===== src/sv/hsv565_pkg.sv =====
package hsv565_pkg;

  localparam logic [7:0]  HUE_SECTOR = 8'd43;
  localparam logic [7:0]  FRAC_SCALE = 8'd6;
  localparam logic [7:0]  CHAN_MAX   = 8'd255;
  localparam logic [15:0] MAX5       = 16'd31;
  localparam logic [15:0] MAX6       = 16'd63;

  localparam logic [2:0] SECTOR_0 = 3'd0;
  localparam logic [2:0] SECTOR_1 = 3'd1;
  localparam logic [2:0] SECTOR_2 = 3'd2;
  localparam logic [2:0] SECTOR_3 = 3'd3;
  localparam logic [2:0] SECTOR_4 = 3'd4;
  localparam logic [2:0] SECTOR_5 = 3'd5;

  typedef struct packed {
    logic       valid;
    logic       grey;
    logic [2:0] region;
    logic [7:0] v;
    logic [7:0] p;
    logic [7:0] q;
    logic [7:0] t;
  } front_t;

  // exact floor(x / 255) for x below 65280
  function automatic logic [7:0] div255(input logic [15:0] x);
    logic [16:0] sum;
    sum = {1'b0, x} + 17'd1 + {9'd0, x[15:8]};
    return sum[15:8];
  endfunction

endpackage


===== src/sv/hsv565_front.sv =====
module hsv565_front import hsv565_pkg::*; (
  input  logic       clk,
  input  logic       rst,
  input  logic       en,
  input  logic       in_valid,
  input  logic [7:0] hue,
  input  logic [7:0] saturation,
  input  logic [7:0] brightness,
  output front_t     res
);

  // stage 1: sector and fraction
  logic       s1_valid;
  logic       s1_grey;
  logic [2:0] s1_region;
  logic [7:0] s1_frac;
  logic [7:0] s1_s;
  logic [7:0] s1_v;

  logic [2:0] region_next;
  logic [7:0] rem;
  logic [7:0] frac_next;

  always_comb begin
    if (hue >= 8'd215) begin
      region_next = SECTOR_5;
    end else if (hue >= 8'd172) begin
      region_next = SECTOR_4;
    end else if (hue >= 8'd129) begin
      region_next = SECTOR_3;
    end else if (hue >= 8'd86) begin
      region_next = SECTOR_2;
    end else if (hue >= HUE_SECTOR) begin
      region_next = SECTOR_1;
    end else begin
      region_next = SECTOR_0;
    end
    rem       = hue - 8'({5'd0, region_next} * HUE_SECTOR);
    frac_next = 8'(rem * FRAC_SCALE);
  end

  always_ff @(posedge clk) begin
    if (rst) begin
      s1_valid <= 1'b0;
    end else if (en) begin
      s1_valid <= in_valid;
    end
    if (en) begin
      s1_grey   <= (saturation == 8'd0);
      s1_region <= region_next;
      s1_frac   <= frac_next;
      s1_s      <= saturation;
      s1_v      <= brightness;
    end
  end

  // stage 2: saturation products and p
  logic       s2_valid;
  logic       s2_grey;
  logic [2:0] s2_region;
  logic [7:0] s2_v;
  logic [7:0] s2_p;
  logic [7:0] s2_qk;
  logic [7:0] s2_tk;

  logic [15:0] sf;
  logic [15:0] sfc;
  logic [15:0] pv;

  always_comb begin
    sf  = {8'd0, s1_s} * {8'd0, s1_frac};
    sfc = {8'd0, s1_s} * {8'd0, CHAN_MAX - s1_frac};
    pv  = {8'd0, s1_v} * {8'd0, CHAN_MAX - s1_s};
  end

  always_ff @(posedge clk) begin
    if (rst) begin
      s2_valid <= 1'b0;
    end else if (en) begin
      s2_valid <= s1_valid;
    end
    if (en) begin
      s2_grey   <= s1_grey;
      s2_region <= s1_region;
      s2_v      <= s1_v;
      s2_p      <= pv[15:8];
      s2_qk     <= CHAN_MAX - sf[15:8];
      s2_tk     <= CHAN_MAX - sfc[15:8];
    end
  end

  // stage 3: q and t
  logic [15:0] qv;
  logic [15:0] tv;

  always_comb begin
    qv = {8'd0, s2_v} * {8'd0, s2_qk};
    tv = {8'd0, s2_v} * {8'd0, s2_tk};
  end

  always_ff @(posedge clk) begin
    if (rst) begin
      res.valid <= 1'b0;
    end else if (en) begin
      res.valid <= s2_valid;
    end
    if (en) begin
      res.grey   <= s2_grey;
      res.region <= s2_region;
      res.v      <= s2_v;
      res.p      <= s2_p;
      res.q      <= qv[15:8];
      res.t      <= tv[15:8];
    end
  end

endmodule


===== src/sv/hsv_to_rgb565_swapped_unit.sv =====
// throughput: one item per cycle while the output is not stalled; four register stages (sector, saturation
// products, q/t products, channel reduction and pack)
// the whole pipeline holds while the output item is stalled
// synchronous active-high reset clears all valid bits; data registers are not reset
module hsv_to_rgb565_swapped_unit import hsv565_pkg::*; (
  input  logic        clk,
  input  logic        rst,
  input  logic        in_valid,
  output logic        in_stall,
  input  logic [7:0]  hue,
  input  logic [7:0]  saturation,
  input  logic [7:0]  brightness,
  output logic        out_valid,
  input  logic        out_stall,
  output logic [15:0] pixel_word
);

  logic   en;
  front_t front;

  assign en       = !(out_valid && out_stall);
  assign in_stall = !en;

  hsv565_front u_front (
    .clk        (clk),
    .rst        (rst),
    .en         (en),
    .in_valid   (in_valid),
    .hue        (hue),
    .saturation (saturation),
    .brightness (brightness),
    .res        (front)
  );

  logic [7:0]  r;
  logic [7:0]  g;
  logic [7:0]  b;
  logic [7:0]  r5;
  logic [7:0]  g6;
  logic [7:0]  b5;
  logic [15:0] word;

  always_comb begin
    if (front.grey) begin
      r = front.v;
      g = front.v;
      b = front.v;
    end else begin
      case (front.region)
        SECTOR_0: begin
          r = front.v; g = front.t; b = front.p;
        end
        SECTOR_1: begin
          r = front.q; g = front.v; b = front.p;
        end
        SECTOR_2: begin
          r = front.p; g = front.v; b = front.t;
        end
        SECTOR_3: begin
          r = front.p; g = front.q; b = front.v;
        end
        SECTOR_4: begin
          r = front.t; g = front.p; b = front.v;
        end
        default: begin
          r = front.v; g = front.p; b = front.q;
        end
      endcase
    end
    r5   = div255({8'd0, r} * MAX5);
    g6   = div255({8'd0, g} * MAX6);
    b5   = div255({8'd0, b} * MAX5);
    word = {r5[4:0], g6[5:0], b5[4:0]};
  end

  always_ff @(posedge clk) begin
    if (rst) begin
      out_valid <= 1'b0;
    end else if (en) begin
      out_valid <= front.valid;
    end
    if (en) begin
      pixel_word <= {word[7:0], word[15:8]};
    end
  end

endmodule


===== config.mk =====
export PLATFORM = sky130hd
export DESIGN_NAME = hsv_to_rgb565_swapped_unit
export DESIGN_NICKNAME = d
export VERILOG_FILES = /design/src/sv/hsv565_pkg.sv /design/src/sv/hsv565_front.sv /design/src/sv/hsv_to_rgb565_swapped_unit.sv
export SDC_FILE = /design/constraint.sdc
export NUM_CORES = 1
export LEC_CHECK = 0
export ABC_AREA = 0
export BUFFER_PORTS_ARGS = -buffer_cell sky130_fd_sc_hd__buf_2
export CAP_MARGIN = 20
export CORE_UTILIZATION = 35
export DETAILED_ROUTE_END_ITERATION = 10
export GPL_TIMING_DRIVEN = 0
export SLEW_MARGIN = 20
export SYNTH_ARGS = -nofsm -noshare
export SYNTH_HDL_FRONTEND = slang
export SYNTH_SLANG_ARGS = --single-unit

===== constraint.sdc =====
create_clock -name clk -period 6.6 [get_ports clk]
set_clock_uncertainty 0.2 [all_clocks]
set_input_delay 1.32 -clock clk [delete_from_list [all_inputs] [get_ports clk]]
set_output_delay 1.32 -clock clk [all_outputs]
set_load 0.02 [all_outputs]

==> results of run 1 <==
registers in the layout (all words and copies together) (netlist names), 7 cells and up:
signal           cells
pixel_word          16
u_front.res         37
u_front.s1_frac      7
u_front.s1_s         8
u_front.s1_v         8
u_front.s2_p         8
u_front.s2_qk        8
u_front.s2_tk        8
u_front.s2_v         8
layer usage:
metal  track usage  vias up
met5             0        -
li1              -     6182
met1         0.190     6269
met3        0.0254       50
met4        0.0392        0
met2         0.269      183
worst paths after layout:
kind,startpoint,end,slack (ns),cells past startpoint
worst min register to register,u_front.s2_region[1]$_DFFE_PN_,u_front.res[33]$_DFFE_PN_,0.22,0
worst max register to register,u_front.res[32]$_DFFE_PN_,pixel_word[12]$_DFFE_PN_,0.26,27
worst max-delay path,u_front.res[32]$_DFFE_PN_,pixel_word[12]$_DFFE_PN_,0.26,27
worst min-delay path,u_front.s2_region[1]$_DFFE_PN_,u_front.res[33]$_DFFE_PN_,0.22,0
cells by family (layout without fill, tap and decap cells):
| kind of cell | Yosys count | after routing | share of synthesized area |
|---|---|---|---|
| simple gates | 540 | 540 | 0.154 |
| fa+ha+maj | 479 | 479 | 0.429 |
| buf+inv | 380 | 483 | 0.0804 |
| compound gates | 233 | 233 | 0.0879 |
| flops | 119 | 119 | 0.198 |
| xor+xnor | 83 | 83 | 0.0406 |
| mux | 17 | 17 | 0.0101 |
worst max-delay path: cells and delay by family (launching register included):
kind | cells | cell delay, ns
fa+ha+maj | 5 | 2.19
buf+inv | 4 | 0.44
xor+xnor | 1 | 0.19
simple gates | 8 | 1.28
flops | 1 | 0.52
compound gates | 9 | 1.26
per-stage QoR:
stage	hold slack [ns]	TNS [ns]
2_1_floorplan	0.200	0
3_3_place_gp	0.204	-8.87
3_5_place_dp	0.205	-9.54
4_1_cts	0.221	0
5_1_grt	0.227	-0.169
6_report	0.218	0
cells in the mapped netlist (3+ instances only):
master / instances / area [µm²]
nand2_1: 169 / 634
nor2b_1: 60 / 375
a21oi_1: 58 / 290
a31o_1: 4 / 35.0
o31ai_1: 7 / 52.6
o21bai_1: 4 / 30.0
fa_1: 225 / 4500
nor2_1: 80 / 300
o21ai_0: 36 / 180
a21o_1: 19 / 143
inv_1: 334 / 1250
nand2b_1: 66 / 413
xnor2_1: 51 / 447
or3_1: 6 / 37.5
o22ai_1: 8 / 50.1
and3_1: 8 / 50.1
clkbuf_1: 38 / 143
a22oi_1: 10 / 75.1
ha_1: 254 / 3180
and4b_1: 4 / 40.0
nor3_1: 14 / 70.1
o21ai_1: 15 / 75.1
and2_1: 95 / 594
edfxtp_1: 115 / 3450
dfxtp_1: 4 / 80.1
a211oi_1: 7 / 52.6
mux2i_1: 14 / 140
a221o_1: 4 / 40.0
o21a_1: 21 / 158
xor2_1: 32 / 280
buf_2: 3 / 15.0
nand3_1: 13 / 65.1
nor4_1: 3 / 18.8
or2_1: 6 / 37.5
or2_2: 4 / 25.0
a211o_1: 5 / 43.8
what timing repair did:
item | in CTS | in global routing
pin swaps | 1 | 22
gates cloned | 0 | 1
endpoints found under the setup margin | 16 | 16
resized for setup | 34 | 50
buffers inserted | 6 | 20
cells in the final DEF (no fill, tap or decap), drive strengths merged, types with 21 or more instances in the layout:
master  synthesis  routed
xor2           32      32
and2           95      95
buf             6      82
edfxtp        115     115
o21ai          52      52
fa            225     225
ha            254     254
nand2         169     169
nand2b         66      66
o21a           21      21
xnor2          51      51
inv           335     345
nor2           81      81
clkbuf         38      50
nor2b          60      60
a21oi          60      60
area by class of cell:
cell class,instances,area (µm²)
timing repair buffer,73,467
sequential,119,3530
clock buffer,17,425
buffer,42,218
inverter,336,1260
multi-input combinational,1352,13200
fill,5005,30200
clock inverter,15,181
tap,672,841
==> results.json, run 1 <==
{
  "min_period_ns": 6.34,
  "drt_iter0_drc": 773,
  "grt_max_degree": 51,
  "coreArea_um2": 50300,
  "wl_met3_um": 1220,
  "synth_edf_count": 115,
  "cts_sinks": 119,
  "io_pins": 46,
  "ys_seq_area_frac": 0.198,
  "postCtsHoldBufs": 0,
  "dp_cells": 2569,
  "totalWireLength_um": 38400,
  "cp.arrival_ns": 6.34,
  "fin_cells": 2626,
  "worstPathRequired_ns": 6.60,
  "portBuffers": 44,
  "placed_area_um2": 19000,
  "slowest_stage": "fa_2",
  "grt_pass1_vias": 13300,
  "layout-drive-gt1-share": 0.0957,
  "top_layer": "met4",
  "syn_area_per_cell_um2": 9.66,
  "via_per_inst": 4.83,
  "synth_cells": 1851,
  "route.met2.wl_um": 19000,
  "slew_headroom": 0.508,
  "ys_types": 77,
  "clk_pin_slew_ns": 0.07,
  "cp-start-kind": "flop",
  "worst_slack_ns": 0.256,
  "cp-end-kind": "flop",
  "start_util": 0.356,
  "wl_met1_um": 17300,
  "grtUsageTotal": 0.152,
  "ant_nets": 0,
  "critPathMaxFanout": 5,
  "cts_tree": "yes",
  "slew_viol_final": 0,
  "synth_area_um2": 17900,
  "hold_class": "flop to flop",
  "yosys_register_bits": 119,
  "clk_path_buf_depth": 2,
  "finalHoldViolations": 0,
  "overflow": 0,
  "die_area_um2": 52000,
  "drc_errors": 0,
  "status": "finished clean",
  "grt_pass1_wl_um": 64400,
  "syn_nets": 2358,
  "critical_path_class": "flop to flop",
  "vias": 12700,
  "antenna_found_initial": 0,
  "yosys_warnings": 0,
  "drtPass1Iterations": 5,
  "cts_max_level": 4,
  "gp_congestion": 0.881,
  "cts-root-buf": "clkbuf_16",
  "utilization": 0.400,
  "dp_slack_ns": -0.888,
  "fin_nets": 2448,
  "postLayoutCellArea_um2": 20100,
  "finalCritPeriodShare": 0.961,
  "dp_hpwl_um": 31200,
  "fmax_mhz": 158,
  "diodes": 0,
  "fp.dieH_um": 228,
  "avgRoutedWirePerCell_um": 14.6,
  "rows": 82,
  "setup_viol": 0,
  "worstSkewPairLatency_ns": 0.45,
  "numCtsBuffers": 17,
  "syn_to_final_growth_pct": 12.4,
  "synth-main-ff-cell": "edfxtp_1",
  "die_x_um": 228,
  "cpPeakStageDelay_ns": 0.58,
  "ys_async_sr_fraction": 0,
  "max_slew.worst_pin.slew_ns": 0.738,
  "cap_violations": 0
}
Power of run 1 is left out: the tool's default activity adds up to more than one toggle a clock period on the data nets, which glitch-free logic cannot reach.
==> inputs of run 2 (changes only) <==
SYNTH_HIERARCHICAL = 1   (was default)
==> run 2 against run 1 <==
Against the previous run:
- clock-buffer cell count unchanged
- synthesized cell count about the same
- sequential cell count stayed put
- sequential share of layout area decreased by 0.31 points
- setup slack got worse by 0.063 ns
- first-iteration DRC count fell by 15%
- final area is 1.8% higher
- critical path depth down 2
- routed wire length up 6.5%
==> results.json, run 2 <==
{
  "largest_reg_flops": 37,
  "ys_seq_area_frac": 0.195,
  "cp-start-kind": "flop",
  "top_regs": "u_front/res: 37 flops, pixel_word: 16 flops",
  "io_pins": 46,
  "status": "finished clean",
  "cts_tree": "yes",
  "synth_commonest_cells": "342 x inv_1, 254 x ha_1, 225 x fa_1",
  "overflow": 0,
  "drtPass1Iterations": 5,
  "die_area_um2": 52600,
  "diodes": 0,
  "syn_to_final_growth_pct": 13.2,
  "syn_area_per_cell_um2": 9.77,
  "rows": 82,
  "start_util": 0.358,
  "mostFrequentLayoutCells": "337 x inv_1, 245 x ha_1, 221 x fa_1, 140 x nand2_1, 115 x edfxtp_1",
  "drt_iter0_drc": 659,
  "cp.arrival_ns": 6.40,
  "yosysMostFrequentCell": "inv_1",
  "coreArea_um2": 50600,
  "ys_types": 93,
  "dp_hpwl_um": 32700,
  "hold_class": "flop to flop",
  "synth_area_um2": 18100,
  "vias": 13000,
  "synth-main-ff-cell": "edfxtp_1",
  "use_met1": 0.205,
  "grt_pass1_wl_um": 68800,
  "setup_viol": 0,
  "top_register": "u_front/res",
  "worst_slack_ns": 0.192,
  "yosys_register_bits": 119,
  "finalHoldViolations": 0,
  "final_common_cell": "inv_1",
  "fp.dieH_um": 229,
  "slew_headroom": 0.482,
  "worstPathRequired_ns": 6.59,
  "synthTopCellsByArea": "fa_1 25%, edfxtp_1 19%, ha_1 18%, inv_1 7.1%, and2_1 3.2%",
  "min_period_ns": 6.41,
  "cts-root-buf": "clkbuf_16",
  "worstSkewPairLatency_ns": 0.45,
  "ant_nets": 0,
  "portBuffers": 44,
  "clk_path_buf_depth": 2,
  "slew_viol_final": 0,
  "dp_slack_ns": -1.11,
  "critical_path_class": "flop to flop",
  "cap_violations": 0,
  "drc_errors": 0,
  "synth_area_leader_cell": "fa_1",
  "placed_area_um2": 19200,
  "avgRoutedWirePerCell_um": 15.5,
  "fin_nets": 2458,
  "antenna_found_initial": 0,
  "cts_max_level": 4,
  "rsz0062_at_grt": "true",
  "gp_congestion": 0.900,
  "synth_top_area_share": 0.249,
  "max_slew.worst_pin.slew_ns": 0.769,
  "totalWireLength_um": 40900,
  "cp-end-kind": "flop",
  "ys_async_sr_fraction": 0,
  "yosys_warnings": 6,
  "grt_use_met3": 0.0229,
  "postLayoutCellArea_um2": 20500,
  "critPathMaxFanout": 5,
  "finalCritPeriodShare": 0.971,
  "grt_max_degree": 57,
  "via_per_inst": 4.93,
  "top_usage_layer": "met2",
  "clk_pin_slew_ns": 0.06,
  "whs_ns": 0.219,
  "grt_use_met2": 0.287,
  "grt_pass1_vias": 13700,
  "fmax_mhz": 156,
  "syn_nets": 2359,
  "synth_cells": 1852,
  "layout-drive-gt1-share": 0.121,
  "cts_sinks": 119,
  "numCtsBuffers": 17,
  "grtUsageTotal": 0.163,
  "die_x_um": 229,
  "synth_edf_count": 115
}
run 2: cell count changes after synthesis, moves of 8 or more:
cell | previous run | this run
o21a_1 | 21 | 13
nand3_1 | 13 | 23
inv_1 | 334 | 342
o21ai_1 | 15 | 7
nand2b_1 | 66 | 45
nor2_1 | 80 | 70
mux2i_1 | 14 | 4
nor2b_1 | 60 | 71
a21oi_1 | 58 | 66
nor3_1 | 14 | 25
nand2_1 | 169 | 141
run 2: layer usage:
| layer | share of wire | vias to the layer above |
|---|---|---|
| li1 | - | 6258 |
| met1 | 0.45 | 6470 |
| met2 | 0.50 | 229 |
| met3 | 0.033 | 51 |
| met4 | 0.022 | 0 |
| met5 | 0 | - |
run 2: kinds of logic after synthesis:
| group | count (synthesis) | synth area share |
|---|---|---|
| flops | 119 | 0.195 |
| buf+inv | 390 | 0.0821 |
| xor+xnor | 93 | 0.0470 |
| simple gates | 530 | 0.156 |
| compound gates | 237 | 0.0928 |
| mux | 4 | 0.00221 |
| fa+ha+maj | 479 | 0.425 |
run 2: per-stage QoR:
| step | cells | TNS, ns | utilization |
|---|---|---|---|
| after floorplan | 1852 | 0 | - |
| after global placement | 2568 | -9.68 | 0.379 |
| after detailed placement | 2570 | -10.62 | 0.380 |
| after CTS | 2617 | 0 | 0.397 |
| after global routing | 2636 | -0.276 | 0.405 |
| final | 2636 | 0 | 0.405 |
run 2: what timing repair did:
action	CTS	global route
endpoints found under the setup margin	16	16
gates cloned	1	0
pin swaps	17	47
gates resized for setup	41	66
buffers inserted	15	20
hold buffers	0	0
run 2: layout make-up:
| cell class | instances | area [µm²] |
|---|---|---|
| fill | 4896 | 30100 |
| multi-input combinational | 1343 | 13500 |
| sequential | 119 | 3530 |
| inverter | 346 | 1300 |
| tap | 672 | 841 |
| timing repair buffer | 82 | 559 |
| clock buffer | 17 | 425 |
| buffer | 42 | 214 |
| clock inverter | 15 | 120 |
run 2: final timing paths:
path                             startpoint                             end  slack, ns  cells after the start
min reg2reg  u_front/s1_region[0]$_DFFE_PP_  u_front/s2_region[0]$_DFFE_PP_       0.22                      0
max reg2reg       u_front/res[32]$_DFFE_PP_         pixel_word[9]$_DFFE_PN_       0.19                     25
max               u_front/res[32]$_DFFE_PP_         pixel_word[9]$_DFFE_PN_       0.19                     25
min          u_front/s1_region[0]$_DFFE_PP_  u_front/s2_region[0]$_DFFE_PP_       0.22                      0
run 2: critical path: stages (launching register included):
cell      delay (ns)
edfxtp_1        0.53
buf_6           0.21
buf_4           0.14
and3_4          0.17
nor3_4          0.25
o22ai_2         0.16
fa_1            0.59
inv_2           0.05
fa_2            0.57
inv_2           0.06
fa_1            0.51
ha_4            0.30
nor2b_1         0.12
o21a_1          0.15
o21a_2          0.20
o31ai_4         0.08
a211oi_2        0.30
nor4_2          0.07
a311oi_2        0.35
ha_1            0.25
o21ai_2         0.08
nor4_4          0.28
buf_4           0.17
buf_4           0.10
nand4_1         0.12
xnor2_1         0.16
Power of run 2 is left out for the same reason.
==> inputs of run 3 (changes only) <==
clock period = 8.2 ns   (was 6.6 ns; I/O delays follow)
==> run 3 against run 2 <==
Against the previous run:
- final area decreased by 3.5%
- clock-buffer cell count unchanged
- die area unchanged
- first-iteration DRC count decreased by 14%
- sequential cell count unchanged
- utilization decreased by 1.4 points
- setup slack improved by 0.45 ns
- global-route usage decreased by 0.17 points
==> results.json, run 3 (synthesis results as in run 2) <==
{
  "die_area_um2": 52600,
  "whs_path_depth": 0,
  "grt_pass1_vias": 13600,
  "worstPathRequired_ns": 8.19,
  "dp_hpwl_um": 32700,
  "drc_errors": 0,
  "postLayoutCellArea_um2": 19800,
  "rows": 82,
  "rsz0062_at_grt": "false",
  "avgRoutedWirePerCell_um": 15.4,
  "drtPass1Iterations": 5,
  "portBuffers": 44,
  "start_util": 0.358,
  "numCtsBuffers": 17,
  "grtUsageTotal": 0.161,
  "placed_area_um2": 19200,
  "cp.arrival_ns": 7.54,
  "fin_cells": 2602,
  "vias": 12800,
  "coreArea_um2": 50600,
  "finalCritPeriodShare": 0.922,
  "postCtsHoldBufs": 0,
  "fp.dieH_um": 229,
  "reg2reg_depth": 25,
  "clk_path_buf_depth": 2,
  "top_regs": "u_front/res: 37 flops, pixel_word: 16 flops",
  "cap_violations": 0,
  "top_register": "u_front/res",
  "io_pins": 46,
  "slew_headroom": 0.449,
  "critPathMaxFanout": 10,
  "clk_pin_slew_ns": 0.06,
  "layout-drive-gt1-share": 0.0679,
  "gp_congestion": 0.900,
  "final.fill_count": 4976,
  "utilization": 0.391,
  "cts_tree": "yes",
  "mostFrequentLayoutCells": "342 x inv_1, 254 x ha_1, 225 x fa_1, 140 x nand2_1, 115 x edfxtp_1",
  "fmax_mhz": 132,
  "overflow": 0,
  "cts_sinks": 119,
  "cp-end-kind": "flop",
  "setup_viol": 0,
  "multi_input_area_um2": 13100,
  "regArea_um2": 3530,
  "via_per_inst": 4.93,
  "final_common_cell": "inv_1",
  "syn_to_final_growth_pct": 9.26,
  "fin_nets": 2424,
  "hold_class": "flop to flop",
  "max_slew.worst_pin.slew_ns": 0.818,
  "min_period_ns": 7.56,
  "dp_cells": 2570,
  "antenna_found_initial": 0,
  "critical_path_class": "flop to flop",
  "ant_nets": 0,
  "setup_tns_ns": 0,
  "grt_pass1_wl_um": 68000,
  "finalHoldViolations": 0,
  "status": "finished clean",
  "drt_iter0_drc": 568,
  "slew_viol_final": 0,
  "grt_max_degree": 57,
  "totalWireLength_um": 40200,
  "cts-root-buf": "clkbuf_16",
  "die_x_um": 229,
  "worstSkewPairLatency_ns": 0.45,
  "cp-start-kind": "flop",
  "diodes": 0,
  "largest_reg_flops": 37,
  "cts_max_level": 4
}
==> run 3: worst max-delay path, stage by stage, from the launching register on <==
cell	delay, ns
edfxtp_1	0.41
buf_2	0.28
buf_1	0.45
nand2_1	0.19
nor2_1	0.12
a21oi_1	0.07
o22ai_1	0.40
inv_1	0.14
fa_1	0.53
inv_1	0.06
fa_1	0.59
inv_1	0.09
fa_1	0.47
ha_1	0.36
nor2b_1	0.15
o21a_1	0.17
o21a_1	0.21
o31ai_2	0.35
a211oi_1	0.16
a311oi_1	0.51
ha_1	0.26
o21ai_0	0.10
nor4_2	0.41
and3b_1	0.28
nand4_1	0.13
xnor2_1	0.17
==> run 3: per-stage QoR <==
step | setup WS (ns) | hold slack [ns]
6_report | 0.643 | 0.218
5_1_grt | 0.0145 | 0.228
4_1_cts | 0.467 | 0.218
3_5_place_dp | 0.485 | 0.205
3_3_place_gp | 0.442 | 0.205
2_1_floorplan | 1.56 | 0.200
==> run 3: repair_timing <==
| item | 4_1_cts | 5_1_grt |
|---|---|---|
| endpoints found under the setup margin | 0 | 3 |
| hold endpoints to repair | 0 | 0 |
| resized for setup | 0 | 1 |
| buffers inserted | 0 | 0 |
==> run 3: path summary, 6_finish.rpt <==
path	slack (ns)	startpoint	to
min	0.22	u_front/s1_region[0]$_DFFE_PP_	u_front/s2_region[0]$_DFFE_PP_
max reg2reg	0.64	u_front/res[34]$_DFFE_PP_	pixel_word[12]$_DFFE_PN_
max	0.64	u_front/res[34]$_DFFE_PP_	pixel_word[12]$_DFFE_PN_
min reg2reg	0.22	u_front/s1_region[0]$_DFFE_PP_	u_front/s2_region[0]$_DFFE_PP_
==> run 3: cell type report <==
cell class	instances	area share
Multi-Input combinational cell	1343	0.662
Sequential cell	119	0.179
Inverter	346	0.0657
Tap cell	672	0.0426
Clock buffer	17	0.0215
Timing Repair Buffer	46	0.0139
Buffer	44	0.00943
Clock inverter	15	0.00608
==> run 3: layer usage <==
metal / track usage / vias to the layer above / part of all wire
met4: 0.0523 / 0 / 0.021
met2: 0.283 / 237 / 0.49
li1: - / 6184 / -
met3: 0.0227 / 47 / 0.035
met1: 0.204 / 6347 / 0.45
met5: 0 / - / 0
Power of run 3 is left out for the same reason.
